File: src/wcp_pkg.sv
// Shared types, microcode ROM and condition decode for the windowed
// co-occurrence pair block. Depends on nothing; the sequencer, datapath and top level import it.
`timescale 1ns / 1ps

package wcp_pkg;

    // Default sizes for the top-level parameters.
    localparam int WINDOW_DEF  = 10;
    localparam int ID_BITS_DEF = 8;

    // Program steps of the sequencer.
    typedef enum logic [2:0] {
        STEP_WAIT   = 3'd0,
        STEP_CHECK  = 3'd1,
        STEP_SCAN   = 3'd2,
        STEP_SHIFT  = 3'd3,
        STEP_FINISH = 3'd4
    } step_t;

    // Condition codes used for both the wait and the branch fields.
    typedef enum logic [2:0] {
        COND_ALWAYS    = 3'd0,
        COND_NEVER     = 3'd1,
        COND_IN_VALID  = 3'd2,
        COND_NO_MAIN   = 3'd3,
        COND_SCAN_GO   = 3'd4,
        COND_SCAN_MORE = 3'd5,
        COND_FINISH_GO = 3'd6
    } cond_t;

    // One control word of the program.
    typedef struct packed {
        logic  in_ready;
        cond_t wait_cond;
        cond_t branch_cond;
        step_t branch_target;
        logic  act_insert;
        logic  act_jinit;
        logic  act_scan;
        logic  act_shift;
        logic  act_finish;
    } ctrl_t;

    // Status flags from the datapath that the conditions test.
    typedef struct packed {
        logic in_valid;
        logic main_ready;
        logic scan_go;
        logic scan_more;
        logic finish_go;
    } status_t;

    // Program ROM: one control word per step.
    function automatic ctrl_t ucode_rom(input step_t step);
        ctrl_t w;
        w = '{in_ready: 1'b0, wait_cond: COND_ALWAYS, branch_cond: COND_ALWAYS,
              branch_target: STEP_WAIT, act_insert: 1'b0, act_jinit: 1'b0,
              act_scan: 1'b0, act_shift: 1'b0, act_finish: 1'b0};
        case (step)
            STEP_WAIT:
            begin
                w.in_ready    = 1'b1;
                w.wait_cond   = COND_IN_VALID;
                w.branch_cond = COND_NEVER;
                w.act_insert  = 1'b1;
            end
            STEP_CHECK:
            begin
                w.branch_cond   = COND_NO_MAIN;
                w.branch_target = STEP_FINISH;
                w.act_jinit     = 1'b1;
            end
            STEP_SCAN:
            begin
                w.wait_cond     = COND_SCAN_GO;
                w.branch_cond   = COND_SCAN_MORE;
                w.branch_target = STEP_SCAN;
                w.act_scan      = 1'b1;
            end
            STEP_SHIFT:
            begin
                w.branch_target = STEP_CHECK;
                w.act_shift     = 1'b1;
            end
            STEP_FINISH:
            begin
                w.wait_cond  = COND_FINISH_GO;
                w.act_finish = 1'b1;
            end
            default:
            begin
                w.branch_target = STEP_WAIT;
            end
        endcase
        return w;
    endfunction

    // Evaluate one condition code against the datapath status.
    function automatic logic cond_eval(input cond_t c, input status_t s);
        logic r;
        case (c)
            COND_ALWAYS:    r = 1'b1;
            COND_NEVER:     r = 1'b0;
            COND_IN_VALID:  r = s.in_valid;
            COND_NO_MAIN:   r = !s.main_ready;
            COND_SCAN_GO:   r = s.scan_go;
            COND_SCAN_MORE: r = s.scan_more;
            COND_FINISH_GO: r = s.finish_go;
            default:        r = 1'b0;
        endcase
        return r;
    endfunction

endpackage

File: src/wcp_sequencer.sv
// Microcoded sequencer: step counter, program ROM lookup and conditional jumps.
// Depends on wcp_pkg.
`timescale 1ns / 1ps

module wcp_sequencer
    import wcp_pkg::*;
(
    input  logic    clk,
    input  logic    rst_n,
    input  status_t status,
    output ctrl_t   ctrl,
    output logic    fire
);

    step_t step_reg;
    step_t step_next;
    logic  taken;

    // Output decode: control word of the current step and its qualifiers.
    always_comb
    begin
        ctrl  = ucode_rom(step_reg);
        fire  = cond_eval(ctrl.wait_cond, status);
        taken = cond_eval(ctrl.branch_cond, status);
    end

    // Next step: hold while waiting, jump when the branch is taken.
    always_comb
    begin
        if (!fire)
        begin
            step_next = step_reg;
        end
        else if (taken)
        begin
            step_next = ctrl.branch_target;
        end
        else
        begin
            step_next = step_t'(step_reg + 3'd1);
        end
    end

    // Step counter.
    always_ff @(posedge clk or negedge rst_n)
    begin
        if (!rst_n)
        begin
            step_reg <= STEP_WAIT;
        end
        else
        begin
            step_reg <= step_next;
        end
    end

endmodule

File: src/wcp_datapath.sv
// Datapath: keyword window, fill count, partner index, pair hold stage and
// output register. Driven by the sequencer's control word; depends on wcp_pkg.
`timescale 1ns / 1ps

module wcp_datapath
    import wcp_pkg::*;
#(
    parameter int WINDOW  = WINDOW_DEF,
    parameter int ID_BITS = ID_BITS_DEF
)
(
    input  logic               clk,
    input  logic               rst_n,
    input  ctrl_t              ctrl,
    input  logic               fire,
    output status_t            status,
    input  logic               in_valid,
    input  logic               in_has_kw,
    input  logic [ID_BITS-1:0] in_id,
    input  logic               in_end,
    output logic               out_valid,
    input  logic               out_ready,
    output logic [ID_BITS-1:0] out_main,
    output logic [ID_BITS-1:0] out_partner,
    output logic               out_last
);

    localparam int FW = $clog2(WINDOW + 1);
    localparam int JW = $clog2(WINDOW);

    logic               win_valid_reg [WINDOW];
    logic [ID_BITS-1:0] win_id_reg    [WINDOW];
    logic [FW-1:0]      fill_reg;
    logic [JW-1:0]      j_reg;
    logic               ends_reg;
    logic               hold_valid_reg;
    logic [ID_BITS-1:0] hold_main_reg;
    logic [ID_BITS-1:0] hold_partner_reg;
    logic               out_valid_reg;
    logic [ID_BITS-1:0] out_main_reg;
    logic [ID_BITS-1:0] out_partner_reg;
    logic               out_last_reg;

    logic               out_free;
    logic               part_valid;
    logic [ID_BITS-1:0] part_id;
    logic               cand;
    logic               do_insert;
    logic               do_scan;
    logic               do_shift;
    logic               do_finish;
    logic               push;
    logic [JW-1:0]      ins_idx;

    // Partner lookup and pair detection against the main in entry zero.
    always_comb
    begin
        out_free   = !out_valid_reg || out_ready;
        part_valid = win_valid_reg[j_reg];
        part_id    = win_id_reg[j_reg];
        cand       = win_valid_reg[0] && part_valid && (win_id_reg[0] != part_id);
        do_insert  = fire && ctrl.act_insert;
        do_scan    = fire && ctrl.act_scan;
        do_shift   = fire && ctrl.act_shift;
        do_finish  = fire && ctrl.act_finish;
        push       = hold_valid_reg && ((do_scan && cand) || do_finish);
        ins_idx    = fill_reg[JW-1:0];
    end

    // Status back to the sequencer.
    always_comb
    begin
        status.in_valid   = in_valid;
        status.main_ready = (fill_reg == FW'(WINDOW)) || (ends_reg && (fill_reg != '0));
        status.scan_go    = !(cand && hold_valid_reg && !out_free);
        status.scan_more  = (FW'(j_reg) + FW'(1)) < fill_reg;
        status.finish_go  = out_free || !hold_valid_reg;
    end

    // Window valid bits, fill count and end flag.
    always_ff @(posedge clk or negedge rst_n)
    begin
        if (!rst_n)
        begin
            for (int k = 0; k < WINDOW; k++)
            begin
                win_valid_reg[k] <= 1'b0;
            end
            fill_reg <= '0;
            ends_reg <= 1'b0;
        end
        else
        begin
            if (do_insert)
            begin
                win_valid_reg[ins_idx] <= in_has_kw;
                fill_reg               <= fill_reg + FW'(1);
                ends_reg               <= in_end;
            end
            if (do_shift)
            begin
                for (int k = 0; k < WINDOW - 1; k++)
                begin
                    win_valid_reg[k] <= win_valid_reg[k + 1];
                end
                win_valid_reg[WINDOW-1] <= 1'b0;
                fill_reg                <= fill_reg - FW'(1);
            end
            if (do_finish)
            begin
                ends_reg <= 1'b0;
            end
        end
    end

    // Window ids and partner index.
    always_ff @(posedge clk)
    begin
        if (do_insert)
        begin
            win_id_reg[ins_idx] <= in_id;
        end
        if (do_shift)
        begin
            for (int k = 0; k < WINDOW - 1; k++)
            begin
                win_id_reg[k] <= win_id_reg[k + 1];
            end
        end
        if (fire && ctrl.act_jinit)
        begin
            j_reg <= JW'(1);
        end
        else if (do_scan)
        begin
            j_reg <= j_reg + JW'(1);
        end
    end

    // Hold stage and output register valid flags.
    always_ff @(posedge clk or negedge rst_n)
    begin
        if (!rst_n)
        begin
            hold_valid_reg <= 1'b0;
            out_valid_reg  <= 1'b0;
        end
        else
        begin
            if (do_scan && cand)
            begin
                hold_valid_reg <= 1'b1;
            end
            else if (do_finish)
            begin
                hold_valid_reg <= 1'b0;
            end
            if (push)
            begin
                out_valid_reg <= 1'b1;
            end
            else if (out_ready)
            begin
                out_valid_reg <= 1'b0;
            end
        end
    end

    // Hold and output payload; the last pair of a request leaves from the finish step.
    always_ff @(posedge clk)
    begin
        if (do_scan && cand)
        begin
            hold_main_reg    <= win_id_reg[0];
            hold_partner_reg <= part_id;
        end
        if (push)
        begin
            out_main_reg    <= hold_main_reg;
            out_partner_reg <= hold_partner_reg;
            out_last_reg    <= do_finish;
        end
    end

    assign out_valid   = out_valid_reg;
    assign out_main    = out_main_reg;
    assign out_partner = out_partner_reg;
    assign out_last    = out_last_reg;

endmodule

File: src/windowed_cooccurrence_pairs.sv
// Top level of the windowed keyword co-occurrence pair generator.
// Instantiates wcp_sequencer and wcp_datapath; depends on wcp_pkg.
//
//  Channel  Direction  Handshake           Payload
//  s_*      in         s_tvalid/s_tready   tdata: keyword_id; tuser: has_keyword;
//                                          tlast: article_end
//  m_*      out        m_tvalid/m_tready   tdata: main_id, partner_id; tlast: run_last
//
// A position that does not complete the window passes the wait, check and
// finish steps; one that completes it also scans and shifts, and the partner
// scan of the shared compare unit runs one window entry per cycle while the
// output does not stall it. At an article end each pending main in turn is
// scanned against the held positions and shifted out. A stalled output stops
// the scan only when a second pair is found, and holds the finish step while
// a pair still waits. Reset empties the window and needs no clearing pass.
`timescale 1ns / 1ps

module windowed_cooccurrence_pairs
    import wcp_pkg::*;
#(
    parameter int WINDOW  = WINDOW_DEF,
    parameter int ID_BITS = ID_BITS_DEF
)
(
    input  logic                               clk,
    input  logic                               rst_n,
    input  logic                               s_tvalid,
    output logic                               s_tready,
    input  logic [((ID_BITS+7)/8)*8-1:0]       s_tdata,   // keyword_id
    input  logic                               s_tuser,   // has_keyword
    input  logic                               s_tlast,   // article_end
    output logic                               m_tvalid,
    input  logic                               m_tready,
    output logic [((2*ID_BITS+7)/8)*8-1:0]     m_tdata,   // main_id, partner_id
    output logic                               m_tlast    // run_last
);

    localparam int OUT_DW = ((2 * ID_BITS + 7) / 8) * 8;

    ctrl_t              ctrl;
    status_t            status;
    logic               fire;
    logic [ID_BITS-1:0] out_main;
    logic [ID_BITS-1:0] out_partner;

    // Program sequencer.
    wcp_sequencer u_seq (
        .clk    (clk),
        .rst_n  (rst_n),
        .status (status),
        .ctrl   (ctrl),
        .fire   (fire)
    );

    // Window and pair datapath.
    wcp_datapath #(
        .WINDOW  (WINDOW),
        .ID_BITS (ID_BITS)
    ) u_dp (
        .clk         (clk),
        .rst_n       (rst_n),
        .ctrl        (ctrl),
        .fire        (fire),
        .status      (status),
        .in_valid    (s_tvalid),
        .in_has_kw   (s_tuser),
        .in_id       (s_tdata[ID_BITS-1:0]),
        .in_end      (s_tlast),
        .out_valid   (m_tvalid),
        .out_ready   (m_tready),
        .out_main    (out_main),
        .out_partner (out_partner),
        .out_last    (m_tlast)
    );

    // Requests are taken only in the wait step.
    assign s_tready = ctrl.in_ready;
    assign m_tdata  = OUT_DW'({out_partner, out_main});

endmodule

File: config.mk
export PLATFORM = sky130hd
export DESIGN_NAME = windowed_cooccurrence_pairs
export DESIGN_NICKNAME = d
export VERILOG_FILES = /design/src/wcp_pkg.sv /design/src/wcp_sequencer.sv /design/src/wcp_datapath.sv /design/src/windowed_cooccurrence_pairs.sv
export SDC_FILE = /design/constraint.sdc
export NUM_CORES = 1
export LEC_CHECK = 0
export ABC_CLOCK_PERIOD_IN_PS = 6710
export BUFFER_PORTS_ARGS = -buffer_cell sky130_fd_sc_hd__buf_2
export CORE_ASPECT_RATIO = 0.5
export CORE_MARGIN = 3
export CORE_UTILIZATION = 45
export DETAILED_ROUTE_END_ITERATION = 6
export PLACE_DENSITY_LB_ADDON = 0.1
export SLEW_MARGIN = 10
export SYNTH_ARGS = -nofsm -noshare
export SYNTH_HDL_FRONTEND = slang
export SYNTH_HIERARCHICAL = 1
export SYNTH_SLANG_ARGS = --single-unit
File: constraint.sdc
create_clock -name clk -period 6.71 [get_ports clk]
set_clock_uncertainty 0.1 [all_clocks]
set_input_delay 0.3355 -clock clk [delete_from_list [all_inputs] [get_ports clk]]
set_output_delay 0.3355 -clock clk [all_outputs]
set_load 0.03 [all_outputs]
# [Word level (Yosys, flattened, before mapping)]
# Memories as Yosys holds them, arrays and structs flattened. A register that Yosys moved wholly into a read port is not among the register bits.
# Index checks and enable logic that the tools add are counted.
[totals] register_bits=57 ram_bits=80 in_bits=14 output_inout_bits=19 n_memories=1
[memory_table] name="u_dp.win_id_reg" depth=10 word_bits=8 read_ports=11 rd_clocked_by_memory_dff=1 write_ports=9 line_no="wcp_datapath.sv:32" text="logic [ID_BITS-1:0] win_id_reg [WINDOW];"
[classes] add_sub_neg=4 magnitude_cmp=4 eq_ne=16 n_mux=36 n_bitwise=2 reduce_logical=31
[op_table] op="$pmux W3 S3" count=3
[op_table] op="$eq A3 B3 Y1 const B" count=7
[op_table] op="$mux W10" count=2
[op_table] op="$mux W4" count=5
[op_table] op="$mux W1" count=19
[op_table] op="$eq A3 B2 Y1 const B" count=6
[op_table] op="$logic_and A1 B1 Y1" count=13
[op_table] op="$pmux W1 S6" count=2
[op_table] op="$bwmux W10" count=1
[op_table] op="$ge A5 B5 Y1 const B" count=2
[op_table] op="$not A4 Y5" count=2
[op_table] op="$logic_not A3 Y1" count=3
[op_table] op="$add A4 B1 Y4 const B" count=2
[op_table] op="$mux W8" count=1
[op_table] op="$ne A8 B8 Y1" count=1
[op_table] op="$reduce_bool A2 Y1" count=4
[op_table] op="$reduce_or A8 Y1" count=1
[op_table] op="$logic_not A1 Y1" count=5
[op_table] op="$lt A5 B1 Y1 const B" count=1
[op_table] op="$bmux W1 S4" count=1
[op_table] op="$demux W1 S4" count=1
[op_table] op="$eq A4 B4 Y1 const B" count=1
[op_table] op="$logic_or A1 B1 Y1" count=4
[op_table] op="$lt A4 B4 Y1" count=1
[op_table] op="other kinds (5)" count=5

# [Depth between registers and ports, before layout]
[depth] depth_word=15 depth_mapped=24 mapped_depth_nobuf=17

# [Hierarchy]
# The synthesis kept the hierarchy.
[modules_own_cells] module="wcp_datapath" instances=1 cells_each=607 area_each_um2=8573.2
[modules_own_cells] module="wcp_sequencer" instances=1 cells_each=45 area_each_um2=414.1

# [Worst setup path before layout]
# Ideal clock, no wire load.
[synth_timing] path_type="register -> register" startpoint="register with a tool-made name" endpoint="register u_dp.out_last_reg, in the netlist u_dp/out_last, enable pin" setup_ns=0.418 t_arrival_ns=4.115 required_ns=6.192 path_slack_ns=2.078 stages_incl_launch_ff=15 path_buffers=3 synth_period_minus_slack_ns=4.632 cell_sequence="dfxtp_1 -> buf_2 -> buf_2 -> mux2i_1 -> nand3_1 -> a31o_2 -> a211oi_2 -> nand4_1 -> a211oi_2 -> or3_1 -> mux2i_1 -> mux2i_4 -> clkbuf_1 -> nand3_1 -> o31ai_1"
[synth_lines] item="end signal, assigned" line_no="wcp_datapath.sv:181" text="out_last_reg <= do_finish;"
[synth_lines] item="end, declared" line_no="wcp_datapath.sv:42" text="logic out_last_reg;"

==> metrics.csv <==
metric,value,unit
status,"complete, no violations",
Rows,35,
worst reg-to-reg path cell count,13,
Horiz. Die Dim,205,um
CTS sink count,189,
io pins,33,
flop-to-flop setup slack,1.22,ns
Place WS,1.21,ns
RSZ-0062 raised after global routing,false,
Max-slew headroom,23.3,%
"commonest non-fill, non-tap cell in the layout",edfxtp_1,
vias per inst,5.90,
routed via count,5513,
critical path type,register to register,
first-pass GRT wire length,32.2,mm
CP Launch Type,register,
crit path capture type,register,
HPWL Detailed,14.5,mm
cell area after synthesis,0.00893,sq mm
initial antenna violation count,0,
pwr dens,428,mW/mm^2
fillers,1628,
vias in the first global route,5131,
GP Congestion,0.815,
"Reg clk slew, reported paths",0.06,ns
die area,0.0217,sq mm
WL met3,1.35,mm
worst skew pair latency,0.43,ns
worst vdd ir,0.000209,V
largest net degree at the start of global routing,92,
Antenna Nets Post-Route,0,
routed length per instance,23.0,um
CP Data Arrival Time,5.44,ns
CTS tree,built,
met2 routed WL,8.96,mm
Final Setup Violations,0,
RR Endpoint,u_dp/win_id_reg[11][6],
Final nets,689,
Syn Inst Count,644,
f_max,182,MHz
Initial DRC Count,541,
Die H,106,um
Avg Inst Size Synth,13.9,sq um
Multi-input gate area,0.00317,sq mm
placed inst area,0.00932,sq mm
Port Buffers,32,
Max Cap Violations,0,
layout cells sized above 1,15.4,%
Reg area,0.00550,sq mm
diode count,0,
final setup margin,1.22,ns
DRC errors left,0,
aggregate global routing overflow,0,
Hold Path Cell Cnt,3,
Crit Path Max Fanout,18,
WL final,21.4,mm
Area Growth Syn to Fin,11.5,%
Post-Route Utilization,52.6,%
Initial Utilization,47.2,%
iteration count of the initial detailed-routing pass,5,
Leak,0.00381,uW
worst slew pin tran,1.15,ns
post-synth net total,671,
max reg flops,128,
area of the core,0.0189,sq mm
final instance area,0.00996,sq mm
Longest Clk Path Bufs,2,
Global Route Usage Sum,20.3,%
Max Used Layer,met4,
"Slew Viols, Final",0,
Hold Path End,u_dp/ends_reg,
CTS HTree Levels,4,
WP data required,6.66,ns
Setup TNS,0,ns
Met1 Wirelength,10.8,mm
Root Buffer,clkbuf_16,
HP Class,primary input to register,
Tcrit/Tclk final,81.9,%
# Post-CTS Setup Buffers,0,
Final Hold Vio Count,0,
"commonest cells after routing, fill and taps aside","edfxtp_1, a21o_1, mux2i_1",
Hold Startpoint,s_tlast,
CTS buffer count,17,
Synthesis Warnings,6,
minimum clock period,5.49,ns
-- per-stage QoR --
step	power [uW]	hold WS [ns]	cells
2_1_floorplan	2760	-0.0601	644
3_3_place_gp	3160	0.230	901
3_5_place_dp	3170	0.234	901
4_1_cts	4270	0.0783	934
5_1_grt	4470	0.0930	934
6_report	4260	0.0899	934
-- worst max-delay path, stage by stage (launching register included) --
cell and delay [ns]:
dfxtp_1 0.79, buf_4 0.36, nor2b_1 0.24, a22oi_1 0.13, a31o_2 0.27, a211oi_2 0.26
nand4_1 0.14, a211oi_2 0.71, or3_1 0.22, mux2i_1 0.10, mux2i_4 0.41, nand2_1 0.20
or3_1 0.42, nor2_1 0.74
-- layer usage --
metal | global-route usage [%] | vias up
li1 | - | 2473
met2 | 27.7 | 200
met4 | 5.16 | 0
met1 | 32.5 | 2814
met5 | 0 | -
met3 | 4.17 | 26
-- power by group --
group | switching, uW | internal (uW) | leakage (uW)
Sequential | 218 | 1550 | 0.00178
Combinational | 839 | 564 | 0.00172
Clock | 439 | 649 | 0.000303
Total | 1500 | 2770 | 0.00381
-- how the worst max path moves through the flow --
stage / startpoint / to / depth (start not counted)
2_1_floorplan: register / u_dp/out_last / 14
5_1_grt: register / u_dp/win_valid_reg[0] / 15
3_5_place_dp: register / u_dp/win_id_reg[11][4] / 13
4_1_cts: register / u_dp/win_id_reg[11][6] / 13
3_3_place_gp: register / u_dp/win_id_reg[11][4] / 13
6_report: register / u_dp/win_id_reg[11][6] / 13
-- what timing repair did --
item | in CTS | in global routing
hold endpoints to repair | 20 | 0
resized for setup | 0 | 0
hold buffers | 1 | 0
-- layout make-up --
| cell class | instances | share of cell area [%] |
|---|---|---|
| Sequential cell | 189 | 55.2 |
| Clock buffer | 23 | 4.70 |
| Timing Repair Buffer | 46 | 2.81 |
| Multi-Input combinational cell | 393 | 31.8 |
| Inverter | 15 | 0.565 |
| Clock inverter | 9 | 1.63 |
| Tap cell | 259 | 3.25 |
No activity file was read; power rests on OpenSTA's default activity.
